$ cat src/sv/event_timer_min_queue_core_defines.svh
// Assertion helpers for the timer table RTL.
`ifndef EVENT_TIMER_MIN_QUEUE_CORE_DEFINES_SVH
`define EVENT_TIMER_MIN_QUEUE_CORE_DEFINES_SVH

// Check a property on every clock edge outside reset.
`define EVTQ_ASSERT(lbl, prop, msg) \
	lbl: assert property (@(posedge clk) disable iff (!arst_n) prop) else $error(msg);

// Check a property on every clock edge, reset included.
`define EVTQ_ASSERT_ALWAYS(lbl, prop, msg) \
	lbl: assert property (@(posedge clk) prop) else $error(msg);

`endif

$ cat src/sv/evtq_pkg.sv
package evtq_pkg;

	localparam int SLOTS_DEF     = 32;
	localparam int TIME_BITS_DEF = 32;

	// request kind codes on the input channel
	localparam logic [1:0] KIND_ADD_REL = 2'd0;
	localparam logic [1:0] KIND_ADD_ABS = 2'd1;
	localparam logic [1:0] KIND_RUN     = 2'd2;
	localparam logic [1:0] KIND_QUERY   = 2'd3;

	typedef enum logic [1:0] {
		OP_ADD_REL,
		OP_ADD_ABS,
		OP_RUN,
		OP_QUERY
	} op_t;

	typedef enum logic [1:0] {
		STAT_OK       = 2'd0,
		STAT_CLAMPED  = 2'd1,
		STAT_OVERFLOW = 2'd2,
		STAT_EMPTY    = 2'd3
	} stat_t;

	typedef struct packed {
		op_t         op;
		logic [31:0] time_value;
		logic [15:0] event_tag;
	} req_t;

	typedef struct packed {
		stat_t       status;
		logic        fired;
		logic [5:0]  slot;
		logic [31:0] event_time;
		logic [15:0] tag_out;
		logic        last;
	} res_t;

endpackage

$ cat src/sv/evtq_if.sv
interface evtq_req_if;
	logic        valid;
	logic        ready;
	logic [1:0]  kind;
	logic [31:0] time_value;
	logic [15:0] event_tag;

	modport source (output valid, kind, time_value, event_tag, input ready);
	modport sink (input valid, kind, time_value, event_tag, output ready);
endinterface

interface evtq_res_if;
	logic        valid;
	logic        ready;
	logic [1:0]  status;
	logic        fired;
	logic [5:0]  slot;
	logic [31:0] event_time;
	logic [15:0] tag_out;
	logic        last;

	modport source (output valid, status, fired, slot, event_time, tag_out, last,
		input ready);
	modport sink (input valid, status, fired, slot, event_time, tag_out, last,
		output ready);
endinterface

$ cat src/sv/evtq_front.sv
module evtq_front (
	input  logic          clk,
	input  logic          arst_n,
	evtq_req_if.sink      req,
	output logic          q_valid,
	output evtq_pkg::req_t q_data,
	input  logic          q_pop
);
	import evtq_pkg::*;

	req_t       ent_q [2];
	logic       wr_ptr_q;
	logic       rd_ptr_q;
	logic [1:0] cnt_q;
	req_t       dec;
	logic       push;

	// classify the request kind
	always_comb begin
		dec.time_value = req.time_value;
		dec.event_tag  = req.event_tag;
		case (req.kind)
			KIND_ADD_REL: dec.op = OP_ADD_REL;
			KIND_ADD_ABS: dec.op = OP_ADD_ABS;
			KIND_RUN:     dec.op = OP_RUN;
			KIND_QUERY:   dec.op = OP_QUERY;
			default:      dec.op = OP_QUERY;
		endcase
	end

	assign req.ready = (cnt_q != 2'd2);
	assign push      = req.valid && req.ready;
	assign q_valid   = (cnt_q != 2'd0);
	assign q_data    = ent_q[rd_ptr_q];

	always_ff @(posedge clk) begin
		if (push) begin
			ent_q[wr_ptr_q] <= dec;
		end
	end

	always_ff @(posedge clk or negedge arst_n) begin
		if (!arst_n) begin
			wr_ptr_q <= 1'b0;
			rd_ptr_q <= 1'b0;
			cnt_q    <= 2'd0;
		end else begin
			if (push) begin
				wr_ptr_q <= ~wr_ptr_q;
			end
			if (q_pop) begin
				rd_ptr_q <= ~rd_ptr_q;
			end
			cnt_q <= cnt_q + 2'(push) - 2'(q_pop);
		end
	end
endmodule

$ cat src/sv/evtq_back.sv
`include "event_timer_min_queue_core_defines.svh"

module evtq_back #(
	parameter int SLOTS     = evtq_pkg::SLOTS_DEF,
	parameter int TIME_BITS = evtq_pkg::TIME_BITS_DEF
) (
	input  logic           clk,
	input  logic           arst_n,
	input  logic           q_valid,
	input  evtq_pkg::req_t q_data,
	output logic           q_pop,
	evtq_res_if.source     res
);
	import evtq_pkg::*;

	localparam int IW = $clog2(SLOTS);
	localparam int EW = 16 + TIME_BITS;

	typedef enum logic [1:0] {ST_IDLE, ST_ADD, ST_SCAN, ST_DECIDE} state_t;

	state_t               state_q;
	op_t                  op_q;
	logic [TIME_BITS-1:0] tv_q;
	logic [15:0]          tag_q;
	logic [TIME_BITS-1:0] now_q;
	logic [SLOTS-1:0]     used_q;

	logic [EW-1:0]        mem [SLOTS];
	logic [EW-1:0]        mem_rd_s1;
	logic                 rd_v_s1;
	logic                 rd_used_s1;
	logic [IW-1:0]        rd_idx_s1;
	logic [IW-1:0]        idx_q;
	logic                 issuing_q;

	logic                 found_q;
	logic [IW-1:0]        best_idx_q;
	logic [TIME_BITS-1:0] best_time_q;
	logic [15:0]          best_tag_q;

	res_t                 pend_q;
	logic                 pend_v_q;
	res_t                 res_q;
	logic                 out_v_q;

	logic                 can_emit;
	logic                 emit;
	logic                 free_found;
	logic [IW-1:0]        free_idx;
	logic [TIME_BITS:0]   sum_w;
	logic [TIME_BITS-1:0] add_time;
	stat_t                add_stat;
	logic                 fire;
	logic                 fire_go;
	logic                 mem_we;
	logic [TIME_BITS-1:0] rd_time;
	logic [15:0]          rd_tag;

	assign can_emit = !out_v_q || res.ready;
	assign q_pop    = (state_q == ST_IDLE) && q_valid;
	assign rd_time  = mem_rd_s1[TIME_BITS-1:0];
	assign rd_tag   = mem_rd_s1[EW-1:TIME_BITS];

	// lowest free slot
	always_comb begin
		free_found = 1'b0;
		free_idx   = '0;
		for (int i = SLOTS - 1; i >= 0; i--) begin
			if (!used_q[i]) begin
				free_found = 1'b1;
				free_idx   = IW'(i);
			end
		end
	end

	// saturate relative times, clamp absolute times in the past
	always_comb begin
		sum_w = {1'b0, tv_q} + {1'b0, now_q};
		if (op_q == OP_ADD_REL) begin
			add_time = sum_w[TIME_BITS] ? '1 : sum_w[TIME_BITS-1:0];
			add_stat = STAT_OK;
		end else if (tv_q < now_q) begin
			add_time = now_q;
			add_stat = STAT_CLAMPED;
		end else begin
			add_time = tv_q;
			add_stat = STAT_OK;
		end
	end

	assign fire    = (op_q == OP_RUN) && found_q && (best_time_q <= tv_q);
	assign fire_go = (state_q == ST_DECIDE) && fire && (!pend_v_q || can_emit);
	assign mem_we  = (state_q == ST_ADD) && can_emit && free_found;
	assign emit    = can_emit && ((state_q == ST_ADD) ||
		((state_q == ST_DECIDE) && (op_q == OP_QUERY || pend_v_q || !fire)));

	always_ff @(posedge clk) begin
		if (mem_we) begin
			mem[free_idx] <= {tag_q, add_time};
		end
		mem_rd_s1 <= mem[idx_q];
	end

	always_ff @(posedge clk or negedge arst_n) begin
		if (!arst_n) begin
			state_q     <= ST_IDLE;
			op_q        <= OP_ADD_REL;
			tv_q        <= '0;
			tag_q       <= '0;
			now_q       <= '0;
			used_q      <= '0;
			rd_v_s1     <= 1'b0;
			rd_used_s1  <= 1'b0;
			rd_idx_s1   <= '0;
			idx_q       <= '0;
			issuing_q   <= 1'b0;
			found_q     <= 1'b0;
			best_idx_q  <= '0;
			best_time_q <= '0;
			best_tag_q  <= '0;
			pend_q      <= '0;
			pend_v_q    <= 1'b0;
			res_q       <= '0;
			out_v_q     <= 1'b0;
		end else begin
			if (emit) begin
				out_v_q <= 1'b1;
			end else if (res.ready) begin
				out_v_q <= 1'b0;
			end
			rd_v_s1    <= (state_q == ST_SCAN) && issuing_q;
			rd_used_s1 <= used_q[idx_q];
			rd_idx_s1  <= idx_q;

			case (state_q)
				ST_IDLE: begin
					if (q_valid) begin
						op_q      <= q_data.op;
						tv_q      <= q_data.time_value[TIME_BITS-1:0];
						tag_q     <= q_data.event_tag;
						idx_q     <= '0;
						issuing_q <= 1'b1;
						found_q   <= 1'b0;
						if (q_data.op == OP_ADD_REL || q_data.op == OP_ADD_ABS) begin
							state_q <= ST_ADD;
						end else begin
							state_q <= ST_SCAN;
						end
					end
				end
				ST_ADD: begin
					if (can_emit) begin
						if (free_found) begin
							used_q[free_idx] <= 1'b1;
							res_q <= '{add_stat, 1'b0, 6'(free_idx), 32'(add_time),
								16'd0, 1'b1};
						end else begin
							res_q <= '{STAT_OVERFLOW, 1'b0, 6'd0, 32'd0, 16'd0, 1'b1};
						end
						state_q <= ST_IDLE;
					end
				end
				ST_SCAN: begin
					// issue one read a cycle, fold the registered data into the minimum
					if (issuing_q) begin
						if (idx_q == IW'(SLOTS - 1)) begin
							issuing_q <= 1'b0;
						end else begin
							idx_q <= idx_q + 1'b1;
						end
					end
					if (rd_v_s1 && rd_used_s1 && (!found_q || rd_time < best_time_q)) begin
						found_q     <= 1'b1;
						best_idx_q  <= rd_idx_s1;
						best_time_q <= rd_time;
						best_tag_q  <= rd_tag;
					end
					if (!issuing_q && !rd_v_s1) begin
						state_q <= ST_DECIDE;
					end
				end
				ST_DECIDE: begin
					if (op_q == OP_QUERY) begin
						if (can_emit) begin
							if (found_q) begin
								res_q <= '{STAT_OK, 1'b0, 6'(best_idx_q),
									32'(best_time_q), 16'd0, 1'b1};
							end else begin
								res_q <= '{STAT_EMPTY, 1'b0, 6'd0, 32'd0, 16'd0, 1'b1};
							end
							state_q <= ST_IDLE;
						end
					end else if (pend_v_q) begin
						// release the held firing once the next one is known
						if (can_emit) begin
							res_q <= '{pend_q.status, pend_q.fired, pend_q.slot,
								pend_q.event_time, pend_q.tag_out, !fire};
							if (!fire) begin
								pend_v_q <= 1'b0;
								state_q  <= ST_IDLE;
							end
						end
					end else if (!fire) begin
						if (can_emit) begin
							res_q   <= '{STAT_EMPTY, 1'b0, 6'd0, 32'd0, 16'd0, 1'b1};
							state_q <= ST_IDLE;
						end
					end
					if (fire_go) begin
						used_q[best_idx_q] <= 1'b0;
						now_q     <= best_time_q;
						pend_q    <= '{STAT_OK, 1'b1, 6'(best_idx_q), 32'(best_time_q),
							best_tag_q, 1'b0};
						pend_v_q  <= 1'b1;
						idx_q     <= '0;
						issuing_q <= 1'b1;
						found_q   <= 1'b0;
						state_q   <= ST_SCAN;
					end
				end
				default: state_q <= ST_IDLE;
			endcase
		end
	end

	assign res.valid      = out_v_q;
	assign res.status     = res_q.status;
	assign res.fired      = res_q.fired;
	assign res.slot       = res_q.slot;
	assign res.event_time = res_q.event_time;
	assign res.tag_out    = res_q.tag_out;
	assign res.last       = res_q.last;

	`EVTQ_ASSERT_ALWAYS(a_pop_idle, q_pop |-> state_q == ST_IDLE, "pop outside idle")
	`EVTQ_ASSERT(a_now_mono, 1'b1 |=> now_q >= $past(now_q), "current time moved back")
	`EVTQ_ASSERT(a_fire_frees, fire_go |=> !used_q[$past(best_idx_q)], "fired slot not freed")
	`EVTQ_ASSERT(a_fired_ok, (out_v_q && res_q.fired) |-> res_q.status == STAT_OK,
		"fired result with bad status")
endmodule

$ cat src/sv/event_timer_min_queue_core.sv
// An add answers from ST_ADD once it leaves the queue; a query answers after a full scan
// of the slot memory in ST_SCAN, then ST_DECIDE; a run holds each firing until the next scan.
// Throughput: one request at a time in the back end, bounded by the one-entry-a-cycle
// slot memory scan; the front queue holds two more requests meanwhile.
// Reset: arst_n clears the slot used bits, the current time and all control state;
// slot times and tags stay undefined until written.
module event_timer_min_queue_core #(
	parameter int SLOTS     = evtq_pkg::SLOTS_DEF,
	parameter int TIME_BITS = evtq_pkg::TIME_BITS_DEF
) (
	input logic        clk,
	input logic        arst_n,
	evtq_req_if.sink   req,
	evtq_res_if.source res
);
	import evtq_pkg::*;

	logic q_valid;
	req_t q_data;
	logic q_pop;

	// front end: accept and classify requests, buffer them
	evtq_front u_front (
		.clk     (clk),
		.arst_n  (arst_n),
		.req     (req),
		.q_valid (q_valid),
		.q_data  (q_data),
		.q_pop   (q_pop)
	);

	// back end: add, scan for the earliest event, fire, answer
	evtq_back #(
		.SLOTS     (SLOTS),
		.TIME_BITS (TIME_BITS)
	) u_back (
		.clk     (clk),
		.arst_n  (arst_n),
		.q_valid (q_valid),
		.q_data  (q_data),
		.q_pop   (q_pop),
		.res     (res)
	);
endmodule

$ cat src/flat_wrapper.sv
// flat-port wrapper written by rule: the top's interface ports become plain ports
module event_timer_min_queue_core_flat import evtq_pkg::*;
#(
	parameter int SLOTS     = evtq_pkg::SLOTS_DEF,
	parameter int TIME_BITS = evtq_pkg::TIME_BITS_DEF
)
  (clk, arst_n, req_valid, req_kind, req_time_value, req_event_tag, req_ready, res_valid, res_status, res_fired, res_slot, res_event_time, res_tag_out, res_last, res_ready);
  evtq_req_if req_i ();
  evtq_res_if res_i ();
  input logic clk;
  input logic arst_n;
  input wire logic [$bits(req_i.valid)-1:0] req_valid;
  input wire logic [$bits(req_i.kind)-1:0] req_kind;
  input wire logic [$bits(req_i.time_value)-1:0] req_time_value;
  input wire logic [$bits(req_i.event_tag)-1:0] req_event_tag;
  output wire logic [$bits(req_i.ready)-1:0] req_ready;
  output wire logic [$bits(res_i.valid)-1:0] res_valid;
  output wire logic [$bits(res_i.status)-1:0] res_status;
  output wire logic [$bits(res_i.fired)-1:0] res_fired;
  output wire logic [$bits(res_i.slot)-1:0] res_slot;
  output wire logic [$bits(res_i.event_time)-1:0] res_event_time;
  output wire logic [$bits(res_i.tag_out)-1:0] res_tag_out;
  output wire logic [$bits(res_i.last)-1:0] res_last;
  input wire logic [$bits(res_i.ready)-1:0] res_ready;
  assign req_i.valid = req_valid;
  assign req_i.kind = req_kind;
  assign req_i.time_value = req_time_value;
  assign req_i.event_tag = req_event_tag;
  assign req_ready = req_i.ready;
  assign res_valid = res_i.valid;
  assign res_status = res_i.status;
  assign res_fired = res_i.fired;
  assign res_slot = res_i.slot;
  assign res_event_time = res_i.event_time;
  assign res_tag_out = res_i.tag_out;
  assign res_last = res_i.last;
  assign res_i.ready = res_ready;
  event_timer_min_queue_core #(.SLOTS(SLOTS), .TIME_BITS(TIME_BITS)) u_core (.clk(clk), .arst_n(arst_n), .req(req_i), .res(res_i));
endmodule
$ cat config.mk
export PLATFORM = sky130hd
export DESIGN_NAME = event_timer_min_queue_core_flat
export DESIGN_NICKNAME = d
export VERILOG_FILES = /design/src/sv/evtq_pkg.sv /design/src/sv/evtq_if.sv /design/src/sv/evtq_front.sv /design/src/sv/evtq_back.sv /design/src/sv/event_timer_min_queue_core.sv /design/src/flat_wrapper.sv
export VERILOG_INCLUDE_DIRS = /design/src /design/src/sv
export SDC_FILE = /design/constraint.sdc
export NUM_CORES = 2
export LEC_CHECK = 0
export ABC_CLOCK_PERIOD_IN_PS = 6700
export BUFFER_PORTS_ARGS = -buffer_cell sky130_fd_sc_hd__buf_4
export CAP_MARGIN = 20
export CORE_MARGIN = 10
export CORE_UTILIZATION = 50
export CTS_BUF_LIST = sky130_fd_sc_hd__clkbuf_16
export DETAILED_ROUTE_END_ITERATION = 10
export PLACE_DENSITY_LB_ADDON = 0.05
export SYNTH_ARGS = -nofsm -noshare
export SYNTH_HDL_FRONTEND = slang
export SYNTH_SLANG_ARGS = --single-unit
export TNS_END_PERCENT = 5
$ cat constraint.sdc
create_clock -name clk -period 6.7 [get_ports clk]
set_input_delay 1.34 -clock clk [delete_from_list [all_inputs] [get_ports clk]]
set_output_delay 1.34 -clock clk [all_outputs]
set_load 0.02 [all_outputs]
==> metrics.csv <==
metric,value,unit
via_count,41133,
power-per-cell-area,457,mW/mm2
drt_first_iter_violations,4658,
tightest_slew,1.11,ns
maxCapViolations,0,
synth_top_family_by_area,multiplexers,
ys_ff_latch,1952,
synth_xor_xnor_area_share,0.222,%
rrSetupSlack,1.90,ns
critPathMaxFanout,19,
startpoint,u_core.u_back.used_q[31],
rsz0062_at_grt,no,
grt_start_max_net_pins,125,
nNetsFinal,4668,
cts-root-buf,clkbuf_16,
post_cts_buffers,0,
synthArstFlopShare,13.7,%
wl_met3,13.9,mm
highest_layer,met5,
fin_crit,4.80,ns
worst_slack,1.90,ns
drcViolationCount,0,
clkTransAtPathRegs,0.06,ns
hold_start,u_core.u_back.mem_rd_s1[32],
first_pass_iters,6,
hold_viol,0,
first_global_vias,41418,
cts_resized,0,
io_pins,114,
finalWirelength,205,mm
placed_cell_area,0.0831,mm2
ir_drop,0.000341,V
slew_headroom,26.1,%
postLayoutCellArea,0.0895,mm2
synth_top_area_share,62.3,%
syn_area_per_cell,18.6,um2
p_leak,30.7,nW
die_h,417,um
port_buffers,112,
synth_top_area_cell,edfxtp_1,
pre_cts_ws,1.95,ns
clock_latency,0.82,ns
start_util,50.4,%
clock-skew-final,0.0284,ns
dp.cells,6330,
drt.antenna.violating_nets,0,
postSynthNetCount,4438,
cts_tree,done,
grt_first_pass_wirelength,300,mm
synth_compound_area_share,4.23,%
cp.arrival,5.27,ns
synth_ff_type,edfxtp_1,
antenna_found_initial,10,
muxShareOfSynthArea,16.1,%
dp_hpwl,123,mm
area_growth,13.4,%
core_area,0.157,mm2
synth_edf_count,1636,
hp-class,reg -> reg,
synth.area.top_cells,"edfxtp_1 62%, mux4_2 14%, dfrtp_1 8.5%, ha_1 2.2%, nand2_1 1.6%",
cts_buffers,197,
worstSetupPathType,reg -> reg,
setup_viol_count_final,0,
drive_above_1_share,25.6,%
utilization,57.1,%
gp_congestion,0.921,
fin_tns_setup,0,ns
syn-cell-area,0.0789,mm2
placementRows,145,
fin_cells,6701,
die-width,417,um
period_share,71.6,%
netlist-cell-type-count,86,
syn_inst,4247,
r2r_start,u_core.u_back.used_q[31],
gr-usage-all-layers,23.6,%
routed_via_density,6.14,
cp-start-kind,flip-flop,
ctsLongestPathBuffers,3,
nFillCells,11898,
yosysSeqAreaShare,72.0,%
overflow,0,
wl_met1,91.8,mm
hold_buffers,0,
cp-end-kind,flip-flop,
final_max_slew_viol_count,0,
cts_max_level,4,
synthAdderAreaFrac,2.18,%
cts.sinks,1952,
status,finished clean,
wl_per_cell,30.6,um
yosys.area_share.simple,3.57,%
die-area,0.174,mm2
fmax,0.208,GHz
required,7.17,ns
yosysWarnings,0,
wl_met2,94.8,mm
## cell families (layout without fill, tap and decap cells)
group	after synthesis	in the layout
other cells	1	2
simple gates	640	640
flops	1952	1952
buf+inv	358	753
compound gates	493	493
fa+ha+maj	137	137
mux	646	646
xor+xnor	20	20
## critical path: stages (launching register included)
cell and delay, ns:
dfrtp_1 0.41, nand2b_1 0.15, a21boi_0 0.20, o21ai_0 0.10
a31oi_1 0.21, o21ai_0 0.18, a41o_1 0.32, a21boi_0 0.53
nand3_1 0.81, nor2_4 1.04, buf_4 0.46
## final timing paths
kind / endpoint / cells past startpoint
max in group asynchronous: u_core.u_front.rd_ptr_q / 2
setup / recovery: u_core.u_back.mem[1][37] / 10
setup reg to reg: u_core.u_back.mem[1][37] / 10
hold reg to reg: u_core.u_back.best_tag_q[0] / 1
min in group asynchronous: u_core.u_back.res.event_time[23] / 1
hold / removal: u_core.u_back.best_tag_q[0] / 1
## Yosys cell counts, types with 14 or more instances
library cell  count
o2bb2ai_1        52
buf_1            50
mux4_2          490
and3_1           14
nor2_1          120
xnor2_1          18
inv_1           142
dfrtp_1         268
nor2b_1          14
o21ai_0         151
a22oi_1          22
nand2_1         341
mux2_2           75
nand3_1          35
dfxtp_1          48
nand4_1          22
a21o_1           20
clkbuf_1        144
buf_2            16
edfxtp_1       1636
ha_1            136
mux2i_1          80
a221oi_1         32
nor3_1           22
a21oi_1          80
nand2b_1         26
## metal layers
| metal | track usage, % | vias up |
|---|---|---|
| li1 | - | 17473 |
| met1 | 35.4 | 21952 |
| met2 | 36.0 | 1440 |
| met3 | 4.08 | 264 |
| met4 | 5.82 | 4 |
| met5 | 0 | - |
## state kept, by name, indices dropped and copies added, names as in the netlist, 32 cells and up
| signal | count |
|---|---|
| u_core.u_back.used_q | 32 |
| u_core.u_back.best_time_q | 32 |
| u_core.u_back.pend_q | 54 |
| u_core.u_front.ent_q | 100 |
| u_core.u_back.mem | 1536 |
| u_core.u_back.tv_q | 32 |
| u_core.u_back.mem_rd_s1 | 48 |
| u_core.u_back.res.event_time | 32 |
## metrics by stage
stage	power, mW	hold WS [ns]
2_1_floorplan	25.5	0.352
3_3_place_gp	30.4	0.443
3_5_place_dp	30.6	0.447
4_1_cts	41.1	0.446
5_1_grt	42.8	0.456
6_report	40.9	0.450
## layout by cell type, fill, tap and decap left out, types with 34 or more instances in the layout
cell       synthesis  final
a21oi_1           80     77
buf_4              2    221
clkbuf_16          0    200
clkinv_1           1     38
clkinv_2           0     46
dfrtp_1          268    263
dfxtp_1           48     48
edfxtp_1        1636   1636
ha_1             136    136
inv_1            142    192
mux2_2            75     75
mux2i_1           80     80
mux4_2           490    490
nand2_1          341    341
nand3_1           35     34
nor2_1           120     84
nor2_4             0     35
o21ai_0          151    150
o2bb2ai_1         52     52
## final cells by class
cell class	count	area, um2	share of cell area (%)
Timing Repair Buffer	244	2150	2.40
Clock inverter	164	1140	1.28
Multi-Input combinational cell	1937	21200	23.7
Sequential cell	1952	56800	63.5
Clock buffer	200	5000	5.59
Inverter	145	553	0.618
Antenna cell	1	2.50	0.00280
Tap cell	2058	2570	2.88
## power breakdown
group | switching [mW] | total (mW) | internal (mW)
clock | 4.60 | 10.5 | 5.90
sequential | 1.29 | 18.1 | 16.8
combinational | 7.95 | 12.3 | 4.31
total | 13.8 | 40.9 | 27.0
Note: power is estimated with default switching activity, not from simulation.
